`src/rtl/dtt_pkg.sv`:
```
package dtt_pkg;

  // Tile grid geometry
  localparam int TILE_SIZE     = 128;
  localparam int TILE_LOG2     = $clog2(TILE_SIZE);
  localparam int MAX_TILE_COLS = 8;
  localparam int MAX_TILE_ROWS = 8;
  localparam int MAP_DEPTH     = MAX_TILE_COLS * MAX_TILE_ROWS;
  localparam int MAP_IW        = (MAP_DEPTH > 1) ? $clog2(MAP_DEPTH) : 1;
  localparam int RESULT_CAP    = 64;
  localparam int CNT_W         = $clog2(RESULT_CAP + 1);

  // Pixel math is 13 bits wide: holds x + w - 1 for 12-bit x and w
  localparam int PIX_W = 13;
  localparam int CRD_W = PIX_W - TILE_LOG2;
  localparam int IDX_W = 2 * CRD_W;
  localparam int SCR_W = 11;

  // Configuration register indexes
  localparam int CFG_IDX_W = 2;
  localparam logic [CFG_IDX_W-1:0] CFG_TRACKING_ON   = 2'd0;
  localparam logic [CFG_IDX_W-1:0] CFG_SCREEN_WIDTH  = 2'd1;
  localparam logic [CFG_IDX_W-1:0] CFG_SCREEN_HEIGHT = 2'd2;
  localparam logic [SCR_W-1:0]     SCREEN_RESET      = 11'd1024;

  // Operation codes
  localparam logic [1:0] OP_MARK_RECT = 2'd0;
  localparam logic [1:0] OP_MARK_ALL  = 2'd1;
  localparam logic [1:0] OP_FLIP      = 2'd2;
  localparam logic [1:0] OP_QUERY     = 2'd3;

  // Result kinds
  localparam logic [1:0] KIND_COPY   = 2'd0;
  localparam logic [1:0] KIND_STATUS = 2'd1;
  localparam logic [1:0] KIND_NONE   = 2'd2;

  typedef struct packed {
    logic [1:0]  operation;
    logic [11:0] rect_x;
    logic [11:0] rect_y;
    logic [11:0] rect_width;
    logic [11:0] rect_height;
  } dtt_in_t;

  typedef struct packed {
    logic [1:0]       kind;
    logic [9:0]       copy_x;
    logic [9:0]       copy_y;
    logic [SCR_W-1:0] copy_width;
    logic [SCR_W-1:0] copy_height;
    logic             any_dirty;
    logic             last;
  } dtt_out_t;

  // Walker control from the sequencer
  typedef struct packed {
    logic             start;
    logic             step;
    logic [CRD_W-1:0] tx_lo;
    logic [CRD_W-1:0] tx_hi;
    logic [CRD_W-1:0] ty_lo;
    logic [CRD_W-1:0] ty_hi;
  } walk_ctrl_t;

  // Walker status: current tile and its clipped region
  typedef struct packed {
    logic              at_end;
    logic              in_map;
    logic [MAP_IW-1:0] midx;
    logic [9:0]        px;
    logic [9:0]        py;
    logic [SCR_W-1:0]  tw;
    logic [SCR_W-1:0]  th;
  } walk_stat_t;

endpackage

```
`src/rtl/dtt_walker.sv`:
```
module dtt_walker (
  input  logic                     clk,
  input  dtt_pkg::walk_ctrl_t      ctrl,
  input  logic [dtt_pkg::CRD_W-1:0] cols,
  input  logic [dtt_pkg::SCR_W-1:0] screen_w,
  input  logic [dtt_pkg::SCR_W-1:0] screen_h,
  output dtt_pkg::walk_stat_t      stat
);
  import dtt_pkg::*;

  logic [CRD_W-1:0] tx_r, ty_r, tx_lo_r, tx_hi_r, ty_hi_r;
  logic [IDX_W-1:0] idx;
  logic [PIX_W-1:0] px, py, tw, th;
  logic             row_end;

  assign row_end = (tx_r == tx_hi_r);

  // Row-major tile walk
  always_ff @(posedge clk) begin
    if (ctrl.start) begin
      tx_r    <= ctrl.tx_lo;
      ty_r    <= ctrl.ty_lo;
      tx_lo_r <= ctrl.tx_lo;
      tx_hi_r <= ctrl.tx_hi;
      ty_hi_r <= ctrl.ty_hi;
    end else if (ctrl.step) begin
      if (row_end) begin
        tx_r <= tx_lo_r;
        ty_r <= ty_r + CRD_W'(1);
      end else begin
        tx_r <= tx_r + CRD_W'(1);
      end
    end
  end

  always_comb begin
    idx = IDX_W'(ty_r) * IDX_W'(cols) + IDX_W'(tx_r);
    px  = PIX_W'(tx_r) << TILE_LOG2;
    py  = PIX_W'(ty_r) << TILE_LOG2;
    // clip at the right and bottom screen edges
    tw  = (px + PIX_W'(TILE_SIZE) > PIX_W'(screen_w)) ? PIX_W'(screen_w) - px
                                                       : PIX_W'(TILE_SIZE);
    th  = (py + PIX_W'(TILE_SIZE) > PIX_W'(screen_h)) ? PIX_W'(screen_h) - py
                                                       : PIX_W'(TILE_SIZE);
    stat.at_end = row_end && (ty_r == ty_hi_r);
    stat.in_map = (idx < IDX_W'(MAP_DEPTH));
    stat.midx   = idx[MAP_IW-1:0];
    stat.px     = px[9:0];
    stat.py     = py[9:0];
    stat.tw     = tw[SCR_W-1:0];
    stat.th     = th[SCR_W-1:0];
  end

endmodule

```
`src/rtl/dirty_tile_tracker_top.sv`:
```
// Dirty tile tracker: one dirty bit per screen tile, walked by a tile sequencer.
// Input channel (in_valid / in_stall, payload in_data): one operation per transfer
// (mark rectangle, mark all, flip, query). The block takes a new operation only
// while its sequencer is idle and the output register is free or draining.
// Result channel (out_valid / out_stall, payload out_data): query and untracked
// flip give one result, registered, in the cycle after acceptance. A tracked
// flip walks the cols * rows tiles (up to 64) one tile per cycle, pausing while a
// dirty tile waits on a stalled output register, and ends in a finish state. It gives
// one copy command per dirty tile, the last result carries last = 1, and a flip
// with no dirty tile gives one "nothing to copy" marker.
// Mark rectangle walks the touched tiles and sets their bits, mark all sets the
// whole map without a walk; neither gives a result, and both act only while
// tracking. Mark and flip share one tile walker with its index and clip unit.
// Configuration (cfg_valid / cfg_ready, cfg_index, cfg_data) is always ready.
// Reset (rst_n, synchronous, active low) clears the dirty map, turns tracking
// off and sets the screen to 1024 x 1024.
// A stalled receiver freezes the output register; the walk waits on it.
module dirty_tile_tracker_top (
  input  logic                         clk,
  input  logic                         rst_n,
  input  logic                         in_valid,
  output logic                         in_stall,
  input  dtt_pkg::dtt_in_t             in_data,
  output logic                         out_valid,
  input  logic                         out_stall,
  output dtt_pkg::dtt_out_t            out_data,
  input  logic                         cfg_valid,
  output logic                         cfg_ready,
  input  logic [dtt_pkg::CFG_IDX_W-1:0] cfg_index,
  input  logic [dtt_pkg::SCR_W-1:0]    cfg_data
);
  import dtt_pkg::*;

  localparam logic [1:0] ST_IDLE   = 2'd0;
  localparam logic [1:0] ST_MARK   = 2'd1;
  localparam logic [1:0] ST_FLIP   = 2'd2;
  localparam logic [1:0] ST_FINISH = 2'd3;

  logic [1:0]           state_r, state_nxt;
  logic                 tracking_r;
  logic [SCR_W-1:0]     sw_r, sh_r;
  logic [MAP_DEPTH-1:0] map_r, map_nxt;
  logic                 any_r, any_nxt;
  dtt_out_t             held_r, held_nxt;
  logic                 held_valid_r, held_valid_nxt;
  logic [CNT_W-1:0]     cnt_r, cnt_nxt;
  logic                 out_valid_r, out_valid_nxt;
  dtt_out_t             out_data_r, out_data_nxt;

  walk_ctrl_t           wctrl;
  walk_stat_t           wstat;

  logic                 in_xfer, out_free, load, hit;
  dtt_out_t             load_data, tile_res;
  logic [CRD_W-1:0]     cols, rows, cols_raw, rows_raw;
  logic [CRD_W-1:0]     tx0, ty0, tx1, ty1, tx1_raw, ty1_raw;
  logic [PIX_W-1:0]     x_end, y_end;
  logic                 rect_ok;

  assign cfg_ready = 1'b1;
  assign in_stall  = (state_r != ST_IDLE) || (out_valid_r && out_stall);
  assign in_xfer   = in_valid && !in_stall;
  assign out_free  = !out_valid_r || !out_stall;
  assign out_valid = out_valid_r;
  assign out_data  = out_data_r;

  // Grid size: ceil(size / tile), clamped to the map
  always_comb begin
    cols_raw = CRD_W'((PIX_W'(sw_r) + PIX_W'(TILE_SIZE - 1)) >> TILE_LOG2);
    rows_raw = CRD_W'((PIX_W'(sh_r) + PIX_W'(TILE_SIZE - 1)) >> TILE_LOG2);
    cols     = (cols_raw > CRD_W'(MAX_TILE_COLS)) ? CRD_W'(MAX_TILE_COLS) : cols_raw;
    rows     = (rows_raw > CRD_W'(MAX_TILE_ROWS)) ? CRD_W'(MAX_TILE_ROWS) : rows_raw;
  end

  // Tile bounds of the rectangle, far edge clamped to the grid
  always_comb begin
    x_end   = PIX_W'(in_data.rect_x) + PIX_W'(in_data.rect_width) - PIX_W'(1);
    y_end   = PIX_W'(in_data.rect_y) + PIX_W'(in_data.rect_height) - PIX_W'(1);
    tx0     = CRD_W'(PIX_W'(in_data.rect_x) >> TILE_LOG2);
    ty0     = CRD_W'(PIX_W'(in_data.rect_y) >> TILE_LOG2);
    tx1_raw = CRD_W'(x_end >> TILE_LOG2);
    ty1_raw = CRD_W'(y_end >> TILE_LOG2);
    tx1     = (tx1_raw >= cols) ? cols - CRD_W'(1) : tx1_raw;
    ty1     = (ty1_raw >= rows) ? rows - CRD_W'(1) : ty1_raw;
    // start beyond the grid (wide screen setting) starts no walk
    rect_ok = tracking_r && (in_data.rect_width != '0) && (in_data.rect_height != '0)
              && (in_data.rect_x < 12'(sw_r)) && (in_data.rect_y < 12'(sh_r))
              && (cols != '0) && (rows != '0) && (tx0 <= tx1) && (ty0 <= ty1);
  end

  dtt_walker u_walker (
    .clk      (clk),
    .ctrl     (wctrl),
    .cols     (cols),
    .screen_w (sw_r),
    .screen_h (sh_r),
    .stat     (wstat)
  );

  always_comb begin
    tile_res             = '0;
    tile_res.kind        = KIND_COPY;
    tile_res.copy_x      = wstat.px;
    tile_res.copy_y      = wstat.py;
    tile_res.copy_width  = wstat.tw;
    tile_res.copy_height = wstat.th;
    hit = wstat.in_map && map_r[wstat.midx] && (cnt_r < CNT_W'(RESULT_CAP));
  end

  // Sequencer
  always_comb begin
    state_nxt      = state_r;
    map_nxt        = map_r;
    any_nxt        = any_r;
    held_nxt       = held_r;
    held_valid_nxt = held_valid_r;
    cnt_nxt        = cnt_r;
    load           = 1'b0;
    load_data      = '0;
    wctrl          = '0;
    wctrl.tx_lo    = tx0;
    wctrl.tx_hi    = tx1;
    wctrl.ty_lo    = ty0;
    wctrl.ty_hi    = ty1;

    case (state_r)
      ST_IDLE: begin
        if (in_xfer) begin
          case (in_data.operation)
            OP_MARK_RECT: begin
              if (rect_ok) begin
                wctrl.start = 1'b1;
                state_nxt   = ST_MARK;
              end
            end
            OP_MARK_ALL: begin
              if (tracking_r) begin
                map_nxt = '1;
                any_nxt = 1'b1;
              end
            end
            OP_FLIP: begin
              if (!tracking_r) begin
                load                  = 1'b1;
                load_data.kind        = KIND_COPY;
                load_data.copy_width  = sw_r;
                load_data.copy_height = sh_r;
                load_data.last        = 1'b1;
              end else begin
                held_valid_nxt = 1'b0;
                cnt_nxt        = '0;
                if ((cols != '0) && (rows != '0)) begin
                  wctrl.start = 1'b1;
                  wctrl.tx_lo = '0;
                  wctrl.ty_lo = '0;
                  wctrl.tx_hi = cols - CRD_W'(1);
                  wctrl.ty_hi = rows - CRD_W'(1);
                  state_nxt   = ST_FLIP;
                end else begin
                  state_nxt = ST_FINISH;
                end
              end
            end
            default: begin
              load                = 1'b1;
              load_data.kind      = KIND_STATUS;
              load_data.any_dirty = any_r;
              load_data.last      = 1'b1;
            end
          endcase
        end
      end
      ST_MARK: begin
        if (wstat.in_map) begin
          map_nxt[wstat.midx] = 1'b1;
          any_nxt             = 1'b1;
        end
        wctrl.step = 1'b1;
        if (wstat.at_end) begin
          state_nxt = ST_IDLE;
        end
      end
      ST_FLIP: begin
        // one tile is held back so the final one can carry last
        if (hit && held_valid_r) begin
          if (out_free) begin
            load       = 1'b1;
            load_data  = held_r;
            held_nxt   = tile_res;
            cnt_nxt    = cnt_r + CNT_W'(1);
            wctrl.step = 1'b1;
            if (wstat.at_end) begin
              state_nxt = ST_FINISH;
            end
          end
        end else begin
          if (hit) begin
            held_nxt       = tile_res;
            held_valid_nxt = 1'b1;
            cnt_nxt        = cnt_r + CNT_W'(1);
          end
          wctrl.step = 1'b1;
          if (wstat.at_end) begin
            state_nxt = ST_FINISH;
          end
        end
      end
      ST_FINISH: begin
        if (out_free) begin
          load = 1'b1;
          if (held_valid_r) begin
            load_data      = held_r;
            load_data.last = 1'b1;
          end else begin
            load_data.kind = KIND_NONE;
            load_data.last = 1'b1;
          end
          held_valid_nxt = 1'b0;
          map_nxt        = '0;
          any_nxt        = 1'b0;
          state_nxt      = ST_IDLE;
        end
      end
      default: begin
        state_nxt = ST_IDLE;
      end
    endcase
  end

  // Output register
  always_comb begin
    out_valid_nxt = out_valid_r;
    out_data_nxt  = out_data_r;
    if (load) begin
      out_valid_nxt = 1'b1;
      out_data_nxt  = load_data;
    end else if (!out_stall) begin
      out_valid_nxt = 1'b0;
    end
  end

  always_ff @(posedge clk) begin
    if (!rst_n) begin
      state_r      <= ST_IDLE;
      tracking_r   <= 1'b0;
      sw_r         <= SCREEN_RESET;
      sh_r         <= SCREEN_RESET;
      map_r        <= '0;
      any_r        <= 1'b0;
      held_valid_r <= 1'b0;
      cnt_r        <= '0;
      out_valid_r  <= 1'b0;
    end else begin
      state_r      <= state_nxt;
      map_r        <= map_nxt;
      any_r        <= any_nxt;
      held_valid_r <= held_valid_nxt;
      cnt_r        <= cnt_nxt;
      out_valid_r  <= out_valid_nxt;
      if (cfg_valid && cfg_ready) begin
        case (cfg_index)
          CFG_TRACKING_ON:   tracking_r <= cfg_data[0];
          CFG_SCREEN_WIDTH:  sw_r       <= cfg_data;
          CFG_SCREEN_HEIGHT: sh_r       <= cfg_data;
          default:           ;
        endcase
      end
    end
  end

  always_ff @(posedge clk) begin
    held_r     <= held_nxt;
    out_data_r <= out_data_nxt;
  end

endmodule
```
`config.mk`:
```
export PLATFORM = sky130hd
export DESIGN_NAME = dirty_tile_tracker_top
export DESIGN_NICKNAME = d
export VERILOG_FILES = /design/src/rtl/dtt_pkg.sv /design/src/rtl/dtt_walker.sv /design/src/rtl/dirty_tile_tracker_top.sv
export SDC_FILE = /design/constraint.sdc
export NUM_CORES = 1
export LEC_CHECK = 0
export ABC_AREA = 1
export ABC_CLOCK_PERIOD_IN_PS = 16100
export BUFFER_PORTS_ARGS = -buffer_cell sky130_fd_sc_hd__buf_2
export CAP_MARGIN = 15
export CORE_MARGIN = 2
export CORE_UTILIZATION = 50
export DETAILED_ROUTE_END_ITERATION = 7
export PLACE_DENSITY = 0.67
export SYNTH_ARGS = -nofsm -noshare
export SYNTH_HDL_FRONTEND = slang
export SYNTH_SLANG_ARGS = --single-unit
```
`constraint.sdc`:
```
create_clock -name clk -period 16.1 [get_ports clk]
set_input_delay 0 -clock clk [delete_from_list [all_inputs] [get_ports clk]]
set_output_delay 0 -clock clk [all_outputs]
set_load 0.02 [all_outputs]
```
### Yosys cells after proc, flatten, opt, wreduce, memory -nomap -nowiden

Index checks and enable logic that the tools add are counted.

| storage, ports and cells | value |
|---|---|
| bits in registers | 221 |
| bits in latches | 0 |
| bits in writable memories | 0 |
| memory bits (read-only) | 0 |
| logic and storage cells | 221 |
| memories kept | 0 |

| cells by class | value |
|---|---|
| $add $sub $neg | 16 |
| $mul | 1 |
| div/mod/pow operators | 0 |
| $lt $le $gt $ge | 14 |
| equal/unequal tests | 25 |
| shift operators | 0 |
| mux-type cells | 90 |
| bitwise logic cells | 1 |
| reduce and logical (&&, ||, !) cells | 46 |

Operators with widths:

| kind | count |
|---|---|
| 64-bit two-way mux | 5 |
| 46-bit two-way mux | 6 |
| 64-bit one-hot mux with 3 select lines | 1 |
| 23-bit two-way mux | 4 |
| 24-bit one-hot mux with 3 select lines | 1 |
| 64-bit bitwise OR | 1 |
| 24-bit two-way mux | 2 |
| 6-bit two-way mux | 8 |
| 22-bit two-way mux | 2 |
| 43-bit two-way mux | 1 |
| 7-bit two-way mux | 6 |
| 20-bit one-hot mux with 2 select lines | 1 |
| 1-bit two-way mux | 28 |
| 12-bit by 12-bit adder with 13-bit output | 2 |
| 13-bit by 8-bit adder with 13-bit output (second input constant) | 2 |
| 13-bit by 11-bit greater-than comparator with 1-bit output | 2 |
| 13-bit by 1-bit subtractor with 13-bit output (second input constant) | 2 |
| 11-bit by 7-bit adder with 12-bit output (second input constant) | 2 |
| 12-bit by 11-bit < comparator with 1-bit output | 2 |
| 12-bit nonzero test | 2 |
| 11-bit two-way mux | 2 |
| 11-bit subtractor | 2 |
| 2-bit two-way mux | 9 |
| 1-bit logical AND | 16 |
| other kinds (40) | 84 |

### Longest topological paths before layout

| depth | value |
|---|---|
| depth in word-level cells | 15 |
| depth in mapped cells | 37 |

### Cells and area by module

Synthesis repeated with hierarchy kept, for this count alone.

| second synthesis, totals | value |
|---|---|
| cell total of the unflattened synthesis | 2035 |
| area total of the unflattened synthesis | 15328.5 um^2 |

Modules (own cells, without submodules):

| module | instances | cells an instance | area each (um^2) | seq. area each (um^2) |
|---|---|---|---|---|
| dirty_tile_tracker_top | 1 | 1541 | 11503.5 | 4624.4 |
| dtt_walker | 1 | 494 | 3824.9 | 900.9 |

### Worst setup path after synthesis

OpenSTA, ideal clock, no wires.

| timing path | value |
|---|---|
| path type | register to register |
| start point | register sw_r[7] |
| end point | register out_data_r (netlist bit out_data[0]) (enable) |
| data arrival time | 5542 ps |
| required time | 15674 ps |
| path slack | 10131 ps |
| cell stages (with the launch flop) | 23 |
| path buffers | 1 |
| cell sequence | dfxtp_1 -> inv_1 -> nor3_1 -> a21oi_1 -> nand3_2 -> nor2_2 -> clkinv_1 -> nor2_1 -> fa_1 -> ha_1 -> inv_1 -> fa_1 -> inv_1 -> fa_1 -> buf_2 -> inv_1 -> a21oi_1 -> nand3_1 -> nand3b_1 -> nand3_2 -> nor2_4 -> nand2_2 -> o21ai_1 |

| between the ends | value |
|---|---|
| word-level cells in the longest chain between the ends | 12 |
| elaborated cells between the ends (all ways) | 13 |
| those cells by class | add/sub (2); mul (1); order compare (2); mux (5); reduce/logical (3) |

Ends and longest elaborated chain:

| item | line | source |
|---|---|---|
| from (decl) | dirty_tile_tracker_top.sv:41 | `logic [SCR_W-1:0] sw_r, sh_r;` |
| from (signal assigned) | dirty_tile_tracker_top.sv:263 | `CFG_SCREEN_WIDTH: sw_r <= cfg_data;` |
| 11-bit by 7-bit adder with 12-bit output (*) | dirty_tile_tracker_top.sv:69 | `cols_raw = CRD_W'((PIX_W'(sw_r) + PIX_W'(TILE_SIZE - 1)) >> TILE_LOG2);` |
| 5-bit by 4-bit greater-than comparator with 1-bit output | dirty_tile_tracker_top.sv:71 | `cols = (cols_raw > CRD_W'(MAX_TILE_COLS)) ? CRD_W'(MAX_TILE_COLS) : cols_raw;` |
| 5-bit two-way mux (*) | dirty_tile_tracker_top.sv:71 |  |
| 6-bit by 5-bit multiplier with 11-bit output (*) | dtt_walker.sv:37 | `idx = IDX_W'(ty_r) * IDX_W'(cols) + IDX_W'(tx_r);` |
| 11-bit by 6-bit adder with 12-bit output (*) | dtt_walker.sv:37 |  |
| 1-bit binary-select mux with 6-bit select | dirty_tile_tracker_top.sv:107 | `hit = wstat.in_map && map_r[wstat.midx] && (cnt_r < CNT_W'(RESULT_CAP));` |
| 1-bit two-way mux (not written as such) | dirty_tile_tracker_top.sv:107 |  |
| 1-bit logical AND (*) (2 in a row) | dirty_tile_tracker_top.sv:107 |  |
| 1-bit logical AND (*) | dirty_tile_tracker_top.sv:185 | `if (hit && held_valid_r) begin` |
| 1-bit two-way mux (*) | dirty_tile_tracker_top.sv:185 |  |
| 1-bit one-hot mux with 3 select lines (*) | dirty_tile_tracker_top.sv:126 | `case (state_r)` |
| net load | dirty_tile_tracker_top.sv:53 | `logic in_xfer, out_free, load, hit;` |
| to (signal assigned) | dirty_tile_tracker_top.sv:273 | `out_data_r <= out_data_nxt;` |
| to (decl) | dirty_tile_tracker_top.sv:48 | `dtt_out_t out_data_r, out_data_nxt;` |

Mark *: on every way through the listed nets, which the timed path passes. The rest lies on a longest branch. The select of a mux whose other input is x is not followed.
A chain may end at the register's enable or synchronous reset.

### Final worst setup path

| timing path | value |
|---|---|
| start point | register sw_r[7] |
| end point | register out_data_r (netlist bit out_data[2]) (enable) |

The elaborated chain is that of the path after synthesis.

==> results by group <==
Run status
  • Status: completed

Synthesis
  • Flops & latches, synth: between 150 and 200
  • Post-synthesis sequential area ratio: 33.8%
  • Main synth FF type: dfxtp_1
  • Mapped cell area: around 0.014 sq mm
  • Synth unique cells: between 40 and 50
  • Number of flops mapped to enable cells by yosys: 89
  • Async SR Flop Fraction: 0%
  • Avg Cell Area, Syn: about 7.5 sq um
  • Synthesis warning total: 0
  • Mapped Cells: around 1800

Die
  • Starting Density: about half
  • Die Ht: between 150 and 200 um
  • Chip width: around 170 um
  • IO Pins: around 120
  • # rows: 60
  • Die area: between 0.02 and 0.03 sq mm
  • Core area: ~0.027 sq mm

GRT
  • First-pass GRT wire length: around 59000 um
  • Grt total ovfl: 0
  • Largest net degree at the start of global routing: 68
  • Initial antenna violation count: 0
  • Vias in the first global route: between 10000 and 15000
  • Total track usage: about 26%

Critical path
  • Startpoint Class: flop
  • Kind of critical path: flop to flop
  • Critical Path Fanout Max: 33
  • Crit path capture type: flop
  • Critical Path RT: roughly 16 ns
  • Critical Path AT: slightly above 6 ns

Power
  • Combinational cell fraction of total power: 36.0%
  • Pwr Density: 107 mW/mm^2
  • Sequential power share: between 30% and 40%
  • P_int: slightly below 1 mW
  • Psw: approximately 0.64 mW
  • Worst VDD drop: about 60 uV
  • Switching share of power: between 30% and 40%
  • Clock power share: a little over a quarter
  • Leak: 7.34 nW

STA
  • Worst-Margin Slew: between 1 and 1.5 ns
  • Relative slew slack: 29.1%
  • # setup viols final: 0
  • RSZ-0062 raised after global routing: false
  • Final Critical Period: about 6 ns
  • Max Slew Vio Count: 0
  • Ratio of final minimum period to clock period: 37.4%
  • Setup TNS: 0 ns
  • Setup slack after layout: around 10 ns
  • Hold Fails Final Rpt: 0
  • Highest clock rate: roughly 170 MHz
  • Clock skew: around 0.018 ns

Clocking
  • Clk pin slew, worst setup/hold paths: roughly 0.080 ns
  • CTS root buf: clkbuf_16
  • CTS Buffer Depth: 2
  • Setup Fix Bufs, Post-CTS: 0
  • Clock Latency Late Sink: around 0.44 ns
  • CTS Buf Count: 17
  • Post-CTS Resized: 0
  • CTS Sinks: 188
  • CTS H-tree lvls: 4
  • CTS tree: built
  • Hold buffer count at CTS: 24

Finish
  • Syn-to-layout area delta: 11.2%
  • Number of diodes: 0
  • Fin util: a little under three fifths
  • Leading cell type in the layout, fill and taps excluded: nand2_1
  • Share of cells above drive strength 1: between 10% and 20%
  • Most frequent cells in the layout: nand2_1 (459), inv_1 (341), ha_1 (128)
  • Nets: approximately 2100

Routing
  • Vias: ~12000
  • Routed WL: between 30000 and 40000 um
  • Iteration-0 DRC Markers: between 1000 and 1500
  • DRT antenna net count: 0
  • Routed vias/inst: around 5.4
  • Drc violations: 0
  • TritonRoute pass-1 iters: 5
  • Post-DR wirelength/cell: 15.7 um

Place
  • Dpl ws: just over 10 ns
  • Port bufs: a little over 100
  • DP Wirelength: ~26000 um
  • Routability congestion estimate: between 0.9 and 1

Hold path
  • Hold Path Class: primary input to flop

Run
  • Max_cap viols: 0
-- per-layer routing --
metal  up-vias  part of all wire (%)  wire [um]  global-route usage (%)
met2       472                    44      15700                    39.9
met4         0                   1.8        658                    7.17
met1      5665                    47      16900                    37.9
met5         -                     0          0                       0
li1       6101                     -          -                       -
met3        54                   7.0       2500                    3.35
-- final timing paths --
kind                             startpoint               end  slack [ns]  cells after the start
worst max-delay path                sw_r[7]       out_data[2]       10.08                     21
worst min-delay path            in_data[33]  u_walker.ty_r[2]        0.03                      3
worst max register to register      sw_r[7]       out_data[2]       10.08                     21
worst min register to register    map_r[38]         map_r[38]        0.48                      2
-- Yosys cell counts (all sizes together), types with 5 or more instances --
| cell | count | area share, % |
|---|---|---|
| nand2 | 466 | 13 |
| inv | 349 | 9.5 |
| ha | 129 | 12 |
| nor2 | 127 | 3.6 |
| o21ai | 116 | 4.2 |
| dfxtp | 99 | 14 |
| a21oi | 90 | 3.8 |
| edfxtp | 89 | 19 |
| nand3 | 78 | 3.7 |
| a221oi | 64 | 4.1 |
| buf | 47 | 2.3 |
| clkbuf | 31 | 0.85 |
| nand4 | 25 | 1.2 |
| nor3 | 22 | 0.84 |
| fa | 20 | 2.9 |
| xor2 | 20 | 1.3 |
| xnor2 | 13 | 0.83 |
| o21bai | 6 | 0.33 |
| or2 | 6 | 0.27 |
| nor4 | 5 | 0.23 |
-- stage by stage --
step / cells / power [mW] / cell area, sq um / hold slack [ns]
finish: 2285 / 1.64 / 15300 / 0.0269
global route: 2285 / 1.75 / 15300 / 0.0365
CTS: 2285 / 1.64 / 15300 / 0.00547
detailed placement: 2229 / 1.20 / 14500 / 0.270
global placement: 2229 / 1.19 / 14500 / 0.273
floorplan: 1856 / 1.06 / 13800 / 0.130
-- kinds of logic after synthesis --
logic type	count (synthesis)	synth area share [%]
simple gates	735	23.1
buf+inv	430	12.7
compound gates	295	13.4
flops	188	33.8
fa+ha+maj	149	14.6
xor+xnor	33	2.10
other cells	2	0.0546
mux	2	0.164
-- critical path: stages, from the launching register on --
cell and delay, ns:
dfxtp_1 0.32, inv_1 0.20, nor3_1 0.10, a21oi_1 0.17, nand3_2 0.22, nor2_2 0.20, clkinv_1 0.29, nor2_1 0.21
fa_1 0.43, ha_1 0.28, inv_1 0.05, fa_1 0.53, inv_1 0.07, fa_1 0.73, inv_1 0.20, a21oi_1 0.16
nand3_1 0.11, nand3b_1 0.11, nand3_2 0.09, nor2_4 0.17, nand2_2 0.13, o21ai_4 0.84
-- power groups by stage --
stage	Clock [mW]	Sequential, mW	Combinational (mW)
floorplan	0	0.626	0.430
global placement	0	0.620	0.568
detailed placement	0	0.621	0.577
CTS	0.440	0.611	0.585
global route	0.460	0.618	0.675
finish	0.436	0.611	0.589
-- state kept, by name, summed over array words and instances, names as in the netlist --
signal and flops:
any_r 1, u_walker.tx_lo_r 5, u_walker.tx_r 6, sh_r 11, u_walker.ty_r 6, u_walker.ty_hi_r 6
out_data 32, tracking_r 1, u_walker.tx_hi_r 6, cnt_r 7, state_r 2, out_valid 1
held_valid_r 1, sw_r 11, held_r 28, map_r 64
-- area by class of cell --
type / instances / area [sq um]
repair buffers: 134 / 813
clock buffers: 17 / 425
inverters: 352 / 1320
flip-flops and latches: 188 / 4650
well taps: 341 / 427
clock inverters: 15 / 196
multi-input cells: 1238 / 7480
fillers: 2470 / 11700
Power figures use the tool's default switching activity.
